### config.mk
export PLATFORM = sky130hd
export DESIGN_NAME = lrsc_parser
export DESIGN_NICKNAME = d
export VERILOG_FILES = /design/src/hdl/lrsc_pkg.sv /design/src/hdl/lrsc_parser.sv
export SDC_FILE = /design/constraint.sdc
export NUM_CORES = 1
export LEC_CHECK = 0
export BUFFER_PORTS_ARGS = -buffer_cell sky130_fd_sc_hd__clkbuf_2
export CORE_ASPECT_RATIO = 0.8
export CORE_MARGIN = 1.5
export CORE_UTILIZATION = 43
export DETAILED_ROUTE_END_ITERATION = 16
export PLACE_DENSITY = 0.64
export SLEW_MARGIN = 20
export SYNTH_ARGS = -nofsm -noshare
export SYNTH_HDL_FRONTEND = slang
export SYNTH_SLANG_ARGS = --single-unit
export TNS_END_PERCENT = 100
### constraint.sdc
create_clock -name aclk -period 8.25 [get_ports aclk]
set_input_delay 1.65 -clock aclk [delete_from_list [all_inputs] [get_ports aclk]]
set_output_delay 1.65 -clock aclk [all_outputs]
set_load 0.02 [all_outputs]
### src/hdl/lrsc_pkg.sv
// Shared types and constants for the log record stream checker.
package lrsc_pkg;
    localparam logic [31:0] MAX_RECORD_BYTES = 32'd33554432;
    localparam logic [31:0] MAGIC_WORD       = 32'h35564B41;
    localparam logic [15:0] FORMAT_VERSION   = 16'h0001;
    localparam logic [31:0] CRC_INIT         = 32'hFFFFFFFF;
    localparam logic [31:0] CRC_POLY         = 32'h82F63B78;
    localparam logic [31:0] ENTRY_HDR_BYTES  = 32'd43;
    localparam logic [31:0] MIN_ENTRY_BYTES  = 32'd47;

    typedef enum logic [1:0] {
        KIND_KEY     = 2'd0,
        KIND_VALUE   = 2'd1,
        KIND_VERDICT = 2'd2,
        KIND_STREAM  = 2'd3
    } kind_t;

    typedef enum logic [2:0] {
        ST_OK        = 3'd0,
        ST_CRC_BAD   = 3'd1,
        ST_SIZE_BAD  = 3'd2,
        ST_BAD_LEN   = 3'd3,
        ST_BAD_HDR   = 3'd4,
        ST_TRUNCATED = 3'd5
    } status_t;

    typedef enum logic [1:0] {
        PH_FILE  = 2'd0,
        PH_ENTRY = 2'd1,
        PH_HALT  = 2'd2
    } phase_t;

    // classified result item carried from front to back
    typedef struct packed {
        kind_t       kind;
        logic [7:0]  payload_byte;
        status_t     status;
        logic [63:0] sequence_res;
        logic [63:0] source_node;
        logic [63:0] time_stamp;
        logic [7:0]  entry_flags;
        logic [15:0] key_length;
        logic [31:0] value_length;
    } result_t;

    localparam int RESULT_W = $bits(result_t);

    function automatic logic [31:0] crc_byte(input logic [31:0] c, input logic [7:0] b);
        logic [31:0] r;
        r = c ^ {24'd0, b};
        for (int i = 0; i < 8; i++) begin
            r = (r >> 1) ^ (CRC_POLY & {32{r[0]}});
        end
        return r;
    endfunction
endpackage

### src/hdl/lrsc_parser.sv
// Front part: parses bytes, tracks CRC and fields, produces result items.
module lrsc_parser (
    input  logic                 aclk,
    input  logic                 aresetn,
    input  logic                 in_valid,
    output logic                 in_ready,
    input  logic [7:0]           data_byte,
    input  logic                 end_of_stream,
    output logic                 res_valid,
    output lrsc_pkg::result_t    res_data,
    input  logic                 res_ready
);
    lrsc_pkg::phase_t phase_reg, phase_next;
    logic [31:0] off_reg, off_next;
    logic [31:0] len_reg, len_next;
    logic [31:0] crc_reg, crc_next;
    logic [31:0] cap_reg, cap_next;
    logic        mis_reg, mis_next;
    logic [63:0] seq_reg, seq_next, node_reg, node_next, time_reg, time_next;
    logic [7:0]  flags_reg, flags_next;
    logic [15:0] klen_reg, klen_next;
    logic [31:0] vlen_reg, vlen_next;
    logic [31:0] pay_off;
    logic [32:0] expect_len;
    logic [31:0] crc_upd, len_new;
    logic        fire;
    logic        res_hit;

    assign in_ready = res_ready;
    assign fire     = in_valid && in_ready;
    assign res_valid = res_hit && in_valid;
    assign pay_off  = off_reg - lrsc_pkg::ENTRY_HDR_BYTES;
    assign crc_upd  = lrsc_pkg::crc_byte(crc_reg, data_byte);
    assign len_new  = {data_byte, len_reg[31:8]};
    assign expect_len = 33'd47 + {17'd0, klen_reg} + {1'b0, vlen_reg};

    always_ff @(posedge aclk) begin
        if (!aresetn) begin
            phase_reg <= lrsc_pkg::PH_FILE;
            off_reg   <= '0;
            len_reg   <= '0;
            crc_reg   <= lrsc_pkg::CRC_INIT;
            cap_reg   <= '0;
            mis_reg   <= 1'b0;
            seq_reg   <= '0;
            node_reg  <= '0;
            time_reg  <= '0;
            flags_reg <= '0;
            klen_reg  <= '0;
            vlen_reg  <= '0;
        end else if (fire) begin
            phase_reg <= phase_next;
            off_reg   <= off_next;
            len_reg   <= len_next;
            crc_reg   <= crc_next;
            cap_reg   <= cap_next;
            mis_reg   <= mis_next;
            seq_reg   <= seq_next;
            node_reg  <= node_next;
            time_reg  <= time_next;
            flags_reg <= flags_next;
            klen_reg  <= klen_next;
            vlen_reg  <= vlen_next;
        end
    end

    always_comb begin
        phase_next = phase_reg;
        off_next   = off_reg;
        len_next   = len_reg;
        crc_next   = crc_reg;
        cap_next   = cap_reg;
        mis_next   = mis_reg;
        seq_next   = seq_reg;
        node_next  = node_reg;
        time_next  = time_reg;
        flags_next = flags_reg;
        klen_next  = klen_reg;
        vlen_next  = vlen_reg;
        res_hit    = 1'b0;
        res_data   = '0;
        case (phase_reg)
            lrsc_pkg::PH_FILE: begin
                if (end_of_stream) begin
                    phase_next      = lrsc_pkg::PH_HALT;
                    res_hit         = 1'b1;
                    res_data.kind   = lrsc_pkg::KIND_STREAM;
                    res_data.status = lrsc_pkg::ST_TRUNCATED;
                end else begin
                    if (off_reg < 32'd4) begin
                        if (data_byte != lrsc_pkg::MAGIC_WORD[8*off_reg[1:0] +: 8])
                            mis_next = 1'b1;
                    end else if (off_reg < 32'd6) begin
                        if (data_byte != lrsc_pkg::FORMAT_VERSION[8*off_reg[0] +: 8])
                            mis_next = 1'b1;
                    end
                    if (off_reg >= 32'd24 && off_reg < 32'd28) begin
                        cap_next = {data_byte, cap_reg[31:8]};
                        crc_next = lrsc_pkg::crc_byte(crc_reg, 8'd0);
                    end else begin
                        crc_next = crc_upd;
                    end
                    if (off_reg < 32'd31) begin
                        off_next = off_reg + 32'd1;
                    end else if (mis_next || ((crc_next ^ lrsc_pkg::CRC_INIT) != cap_next)) begin
                        phase_next      = lrsc_pkg::PH_HALT;
                        res_hit         = 1'b1;
                        res_data.kind   = lrsc_pkg::KIND_STREAM;
                        res_data.status = lrsc_pkg::ST_BAD_HDR;
                    end else begin
                        phase_next = lrsc_pkg::PH_ENTRY;
                        off_next   = '0;
                        crc_next   = lrsc_pkg::CRC_INIT;
                        cap_next   = '0;
                    end
                end
            end
            lrsc_pkg::PH_ENTRY: begin
                if (end_of_stream) begin
                    phase_next      = lrsc_pkg::PH_HALT;
                    res_hit         = 1'b1;
                    res_data.kind   = lrsc_pkg::KIND_STREAM;
                    res_data.status = (off_reg == '0) ? lrsc_pkg::ST_OK
                                                      : lrsc_pkg::ST_TRUNCATED;
                end else if (off_reg < 32'd4) begin
                    len_next = len_new;
                    crc_next = crc_upd;
                    off_next = off_reg + 32'd1;
                    if (off_reg == 32'd3 && (len_new < lrsc_pkg::MIN_ENTRY_BYTES ||
                                             len_new > lrsc_pkg::MAX_RECORD_BYTES)) begin
                        phase_next      = lrsc_pkg::PH_HALT;
                        res_hit         = 1'b1;
                        res_data.kind   = lrsc_pkg::KIND_STREAM;
                        res_data.status = lrsc_pkg::ST_BAD_LEN;
                    end
                end else if (off_reg < len_reg - 32'd4) begin
                    crc_next = crc_upd;
                    off_next = off_reg + 32'd1;
                    if (off_reg < 32'd12)      seq_next  = {data_byte, seq_reg[63:8]};
                    else if (off_reg < 32'd20) node_next = {data_byte, node_reg[63:8]};
                    else if (off_reg < 32'd28) time_next = {data_byte, time_reg[63:8]};
                    else if (off_reg == 32'd28) flags_next = data_byte;
                    else if (off_reg >= 32'd37 && off_reg < 32'd39)
                        klen_next = {data_byte, klen_reg[15:8]};
                    else if (off_reg >= 32'd39 && off_reg < 32'd43)
                        vlen_next = {data_byte, vlen_reg[31:8]};
                    if (off_reg >= lrsc_pkg::ENTRY_HDR_BYTES) begin
                        res_hit               = 1'b1;
                        res_data.kind         = (pay_off < {16'd0, klen_reg})
                                                ? lrsc_pkg::KIND_KEY : lrsc_pkg::KIND_VALUE;
                        res_data.payload_byte = data_byte;
                    end
                end else begin
                    cap_next = {data_byte, cap_reg[31:8]};
                    if (off_reg + 32'd1 < len_reg) begin
                        off_next = off_reg + 32'd1;
                    end else begin
                        res_hit               = 1'b1;
                        res_data.kind         = lrsc_pkg::KIND_VERDICT;
                        if ((crc_reg ^ lrsc_pkg::CRC_INIT) != cap_next)
                            res_data.status = lrsc_pkg::ST_CRC_BAD;
                        else if (expect_len != {1'b0, len_reg})
                            res_data.status = lrsc_pkg::ST_SIZE_BAD;
                        else
                            res_data.status = lrsc_pkg::ST_OK;
                        res_data.sequence_res = seq_reg;
                        res_data.source_node  = node_reg;
                        res_data.time_stamp   = time_reg;
                        res_data.entry_flags  = flags_reg;
                        res_data.key_length   = klen_reg;
                        res_data.value_length = vlen_reg;
                        off_next = '0;
                        crc_next = lrsc_pkg::CRC_INIT;
                    end
                end
            end
            default: begin
            end
        endcase
    end
endmodule

## After elaboration in Yosys (flattened, before gate mapping)

Cells that the tools add are included.
Widths: inputs -> output; s select.

| storage, ports and cells | value |
|---|---|
| register bits | 379 |
| output and inout bits | 263 |

| cells by class | value |
|---|---|
| $add $sub $neg | 5 |
| magnitude comparators | 17 |
| equality and inequality tests | 17 |
| shift operators | 2 |
| multiplexer cells | 82 |
| bitwise logic cells | 26 |
| reductions and logical operators | 23 |

Operator list:

| kind | number |
|---|---|
| $mux 32 | 26 |
| $mux 248 | 3 |
| $xor 31x32->32 | 16 |
| $mux 251 | 2 |
| $pmux 32 s2 | 3 |
| $ge 32x6->1 const B | 3 |
| $lt 32x5->1 const B | 3 |
| $lt 32x6->1 const B | 3 |
| $lt 32x3->1 const B | 2 |
| $lt 32x32->1 | 2 |
| $ne 32x32->1 | 2 |
| $not 32->32 | 2 |
| $add 17x32->33 | 1 |
| $ne 33x32->1 | 1 |
| $add 32x1->32 const B | 1 |
| $eq 32x2->1 const B | 1 |
| $eq 32x5->1 const B | 1 |
| $ge 32x5->1 const B | 1 |
| $gt 32x26->1 const B | 1 |
| $logic_not 32->1 | 1 |
| $lt 32x16->1 | 1 |
| $lt 32x4->1 const B | 1 |
| $mux 2 | 16 |
| $mux 8 | 4 |
| other kinds (31) | 75 |

## Depth between registers and ports, before layout

| logic depth | value |
|---|---|
| depth after elaboration | 20 |
| mapped depth | 27 |

## Worst setup path after synthesis

Ideal clock, no wire load.

| timing | value |
|---|---|
| path kind | flip-flop to output port |
| from | reg off_reg[2] |
| to | out res_valid |
| arrival | 5470 ps |
| required time | 6600 ps |
| slack | 1130 ps |
| stages on the path, launching flop included | 26 |
| buffers on the path | 2 |
| cell sequence | dfxtp_1 > clkbuf_1 > and3_1 > nand3_1 > nor3_1 > and3_1 > and3_1 > and3_1 > nand2_1 > nor2_1 > nand3_1 > xnor2_1 > ha_1 > a21o_1 > a21o_1 > a21o_1 > a21o_1 > a21o_1 > a21oi_1 > nor2b_1 > a2111oi_0 > nor3_1 > clkbuf_1 > nor3_1 > a21oi_1 > o21a_1 |

| on the way | value |
|---|---|
| longest elaborated chain between the ends | 13 |

Ends and longest elaborated chain:

| element | line | text |
|---|---|---|
| start: declaration | lrsc_parser.sv:14 | `logic [31:0] off_reg, off_next;` |
| start signal: assignment | lrsc_parser.sv:53 | `off_reg <= off_next;` |
| parallel branches: the longest is 11 deep, another holds $add 32x1->32 | -- |  |
| $pmux 1 s2 (*) | lrsc_parser.sv:82 | `case (phase_reg)` |
| $logic_and 1x1->1 (*) | lrsc_parser.sv:31 | `assign res_valid = res_hit && in_valid;` |
| end: declaration | lrsc_parser.sv:9 | `output logic res_valid,` |

Every way passes the cells marked *. The select of a mux whose other input is x is not followed.

==> impl_table.tex <==
\begin{tabular}{lr}
\hline
Metric & Value \\
\hline
\multicolumn{2}{l}{\textbf{Status}} \\
Status & finished, final reports clean \\
\multicolumn{2}{l}{\textbf{Logic synthesis}} \\
Register area share after synthesis & about 30\% \\
Count of flip-flops with a built-in enable after synthesis & 0 \\
Post-Syn Instances & between 3,000 and 4,000 \\
Share of synthesized registers carrying an async set or reset & 0\% \\
Dominant register cell in the synthesized netlist & sky130\_fd\_sc\_hd\_\_dfxtp\_1 \\
Synthesized area & approximately 0.025 mm² \\
Number of nets in the synthesized netlist & approximately 3,300 \\
Fraction of synthesized cell area in xor and xnor cells & approximately 15\% \\
Count of cell types in the netlist & just under 90 \\
Proportion of synthesized area in mux cells & 5.27\% \\
Simple-gate share of the synthesized area & approximately a quarter \\
Ys Warns & 0 \\
Share of the synthesized area in compound gates (AO/OA/AOI/OAI) & between 10\% and 20\% \\
Fraction of the mapped netlist area in adder cells & about 6\% \\
Combinational family with the most area after synthesis & simple AND/OR/NAND/NOR gates \\
Number of synthesized register bits & $\sim$380 \\
Mean post-synth cell area & 7.88 µm² \\
\multicolumn{2}{l}{\textbf{Detailed routing}} \\
DRC violation count after routing & 0 \\
Number of vias per cell after detailed routing & between 5 and 6 \\
Post-Route WL & between 80 and 90 mm \\
Vias after detailed routing & 22,800 \\
First DRT Iteration DRCs & $\sim$2,300 \\
Post-detailed-route wirelength per cell & 20.5 µm \\
Number of optimization iterations in the first detailed-route pass & 6 \\
Post-DRT Antenna Nets & 0 \\
\multicolumn{2}{l}{\textbf{Layout}} \\
Total Nets Final & between 3,000 and 4,000 \\
Share of layout cells above drive strength 1 & between 10\% and 20\% \\
Share of the core filled with cells & around 49\% \\
Number of antenna repair diodes & 0 \\
Final std cells w/o fill & roughly 4,000 \\
Area growth from synthesis to layout & 12.8\% \\
Combined area of the multi-input logic cells & 0.0159 mm² \\
Non-Filler Cell Area, Final & 0.0280 mm² \\
Sequential standard cell area & roughly 0.0076 mm² \\
Filler cells & around 5,600 \\
\multicolumn{2}{l}{\textbf{Critical path}} \\
Slowest cell on crit path & sky130\_fd\_sc\_hd\_\_dfxtp\_2 \\
Critical path startpoint category & register \\
Largest stage delay on the critical path & $\sim$460 ps \\
Family with the most delay on the worst path & simple AND/OR/NAND/NOR gates \\
CP Max Fanout & 63 \\
Endpoint kind of the worst setup timing path & primary output \\
Endpoint required time on the critical path & about 6600 ps \\
Worst Path Arrival & $\sim$6300 ps \\
Crit path buf inv count & 4 \\
Kind of critical path & reg -> out \\
\multicolumn{2}{l}{\textbf{Place}} \\
Last weighted congestion value of the routability-driven placer & slightly below 1 \\
Half-perimeter wire length after detailed placement & 56.3 mm \\
Placed cells & approximately 3,900 \\
PortBufs & 275 \\
Post-placement cell area & around 0.026 mm² \\
\multicolumn{2}{l}{\textbf{Timing}} \\
Final TNS setup & 0 ps \\
Final-report hold violation count & 0 \\
Maximum operating frequency & between 100 and 150 MHz \\
Final period util & 96.0\% \\
Number of setup violations in the final report & 0 \\
Min cycle time layout & just under 8000 ps \\
Transition time at the pin with the least slew margin & 1170 ps \\
Worst-case headroom to the max-slew limit & a little over a fifth \\
Unrepaired setup endpoints after global routing & false \\
Max-slew violations & 0 \\
Maximum clock skew at final layout & $\sim$21 ps \\
\multicolumn{2}{l}{\textbf{GRT}} \\
Wire length of the first global-routing pass & $\sim$130 mm \\
Total GRT Usage & a little over a quarter \\
Vias in the first global route & 20,800 \\
GR Overflow Total & 0 \\
Antenna violations before repair & 0 \\
Largest net degree at the start of global routing & 250 \\
\multicolumn{2}{l}{\textbf{Clock tree}} \\
Clk Latency, worst-skew pair & approximately 580 ps \\
Clock transition time at the flip-flop clock pins of the worst setup and hold paths & around 60 ps \\
H-tree depth & 2 \\
TritonCTS clock tree & yes \\
Number of buffers inserted during clock tree synthesis & between 40 and 50 \\
CTS Root Buffer Type & sky130\_fd\_sc\_hd\_\_clkbuf\_16 \\
Number of buffers on the longest clock path & 3 \\
Total clock sinks & between 300 and 400 \\
\multicolumn{2}{l}{\textbf{Power and ir drop}} \\
Combinational power share & between 20\% and 30\% \\
Sequential cell fraction of total power & between 30\% and 40\% \\
Switching share of total power & 32.5\% \\
Reported net switching power & roughly 1.7 mW \\
P per Cell Area & 183 mW/mm² \\
Lkg Pwr & between 10 and 15 nW \\
Clock share of power & 36.5\% \\
Peak supply drop & between 0.00015 and 0.0002 V \\
Int Pwr & about 3.5 mW \\
Post-layout power & between 5 and 6 mW \\
\multicolumn{2}{l}{\textbf{Floorplan}} \\
Horizontal extent of the die & roughly 270 µm \\
Starting Density & around 44\% \\
Die height & between 200 and 250 µm \\
Core Footprint & approximately 0.057 mm² \\
Die area & 0.0591 mm² \\
Placement Rows & 78 \\
Boundary pin count & approximately 280 \\
\multicolumn{2}{l}{\textbf{Run}} \\
Maximum capacitance violations & 0 \\
\multicolumn{2}{l}{\textbf{Min path}} \\
Tightest Hold Check Type & reg -> reg \\
\hline
\end{tabular}
metal layers:
| metal | GRT usage [%] | share of wire [%] | vias up |
|---|---|---|---|
| met5 | 0 | 0 | - |
| met4 | 7.94 | 3.0 | 0 |
| li1 | - | - | 11000 |
| met3 | 3.79 | 6.7 | 154 |
| met1 | 39.7 | 47 | 10800 |
| met2 | 40.1 | 43 | 857 |
synthesized netlist by cell type (20+ instances only):
cell                         n  share of area [%]
sky130_fd_sc_hd__nand2_1   457                6.9
sky130_fd_sc_hd__inv_1      88                1.3
sky130_fd_sc_hd__clkbuf_1  232                3.5
sky130_fd_sc_hd__nor2_1    228                3.5
sky130_fd_sc_hd__a21oi_1   266                5.4
sky130_fd_sc_hd__o21ai_0    82                1.7
sky130_fd_sc_hd__buf_1      23               0.35
sky130_fd_sc_hd__xnor2_1   223                7.9
sky130_fd_sc_hd__o21a_1     20               0.61
sky130_fd_sc_hd__and3_1    268                6.8
sky130_fd_sc_hd__nor3_1     41               0.83
sky130_fd_sc_hd__dfxtp_1   379                 31
sky130_fd_sc_hd__buf_2      24               0.48
sky130_fd_sc_hd__nand3_1    45               0.91
sky130_fd_sc_hd__ha_1      115                5.8
sky130_fd_sc_hd__mux2i_1   126                5.1
sky130_fd_sc_hd__a21o_1     28               0.85
sky130_fd_sc_hd__nor4_1     32               0.81
sky130_fd_sc_hd__a221oi_1   21               0.74
sky130_fd_sc_hd__nand4_1    35               0.88
sky130_fd_sc_hd__xor2_1    124                4.4
final cells by class:
type                            count  share of cell area (%)
Timing Repair Buffer              323                    6.60
Multi-Input combinational cell   2394                    56.8
Inverter                           89                    1.22
Sequential cell                   379                    27.2
Clock buffer                       57                    4.17
Tap cell                          760                    3.40
Clock inverter                     12                   0.600
layout by cell type (no fill, tap or decap), drive strengths merged, types with 90 or more instances in the layout:
| cell type | n |
|---|---|
| nand2 | 457 |
| dfxtp | 379 |
| clkbuf | 333 |
| and3 | 268 |
| a21oi | 267 |
| xnor2 | 233 |
| nor2 | 228 |
| mux2i | 126 |
| xor2 | 126 |
| ha | 115 |
| inv | 90 |
worst reg2reg max path: cells and delay by family (launching register included):
kind,cells,cell delay (ps)
buffers and inverters,1,430
AOI/OAI and AO/OA,8,1960
muxes,1,340
and+or+nand+nor,11,3000
xor gates and xnor gates,1,150
adders and majority gates,1,270
DFF,1,400
metrics by stage:
step | hold WS, ps | setup WS, ps
2_1_floorplan | 432 | 1130
3_3_place_gp | 439 | 174
3_5_place_dp | 443 | 119
4_1_cts | 451 | 55.2
5_1_grt | 467 | 44.8
6_report | 452 | 334
path summary, 6_finish.rpt:
kind	start	to	slack, ps	depth (start not counted)
setup / recovery	off_reg[1]	res_data[165]	330	26
hold / removal	seq_reg[5]	seq_reg[5]	450	2
setup reg to reg	len_reg[4]	vlen_reg[24]	1550	23
hold reg to reg	seq_reg[5]	seq_reg[5]	450	2
repair_timing:
item	in CTS	in global routing
resized for setup	11	15
hold buffers	0	0
pin swaps	1	0
endpoints found under the setup margin	252	261
buffers inserted	1	0
cloned	2	0
power by group through the flow:
stage | clock, mW | combinational (mW) | sequential [mW]
after detailed placement | 0 | 1.32 | 1.93
after CTS | 1.90 | 1.33 | 1.89
final | 1.87 | 1.37 | 1.89
after floorplan | 0 | 1.04 | 1.89
after global placement | 0 | 1.34 | 1.93
after global routing | 1.98 | 1.44 | 1.89
kinds of logic after synthesis:
family | Yosys count
fa+ha+maj | 116
compound gates | 549
mux | 130
xor+xnor | 376
flops | 379
buf+inv | 373
simple gates | 1223
No activity file was read; power rests on OpenSTA's default activity.
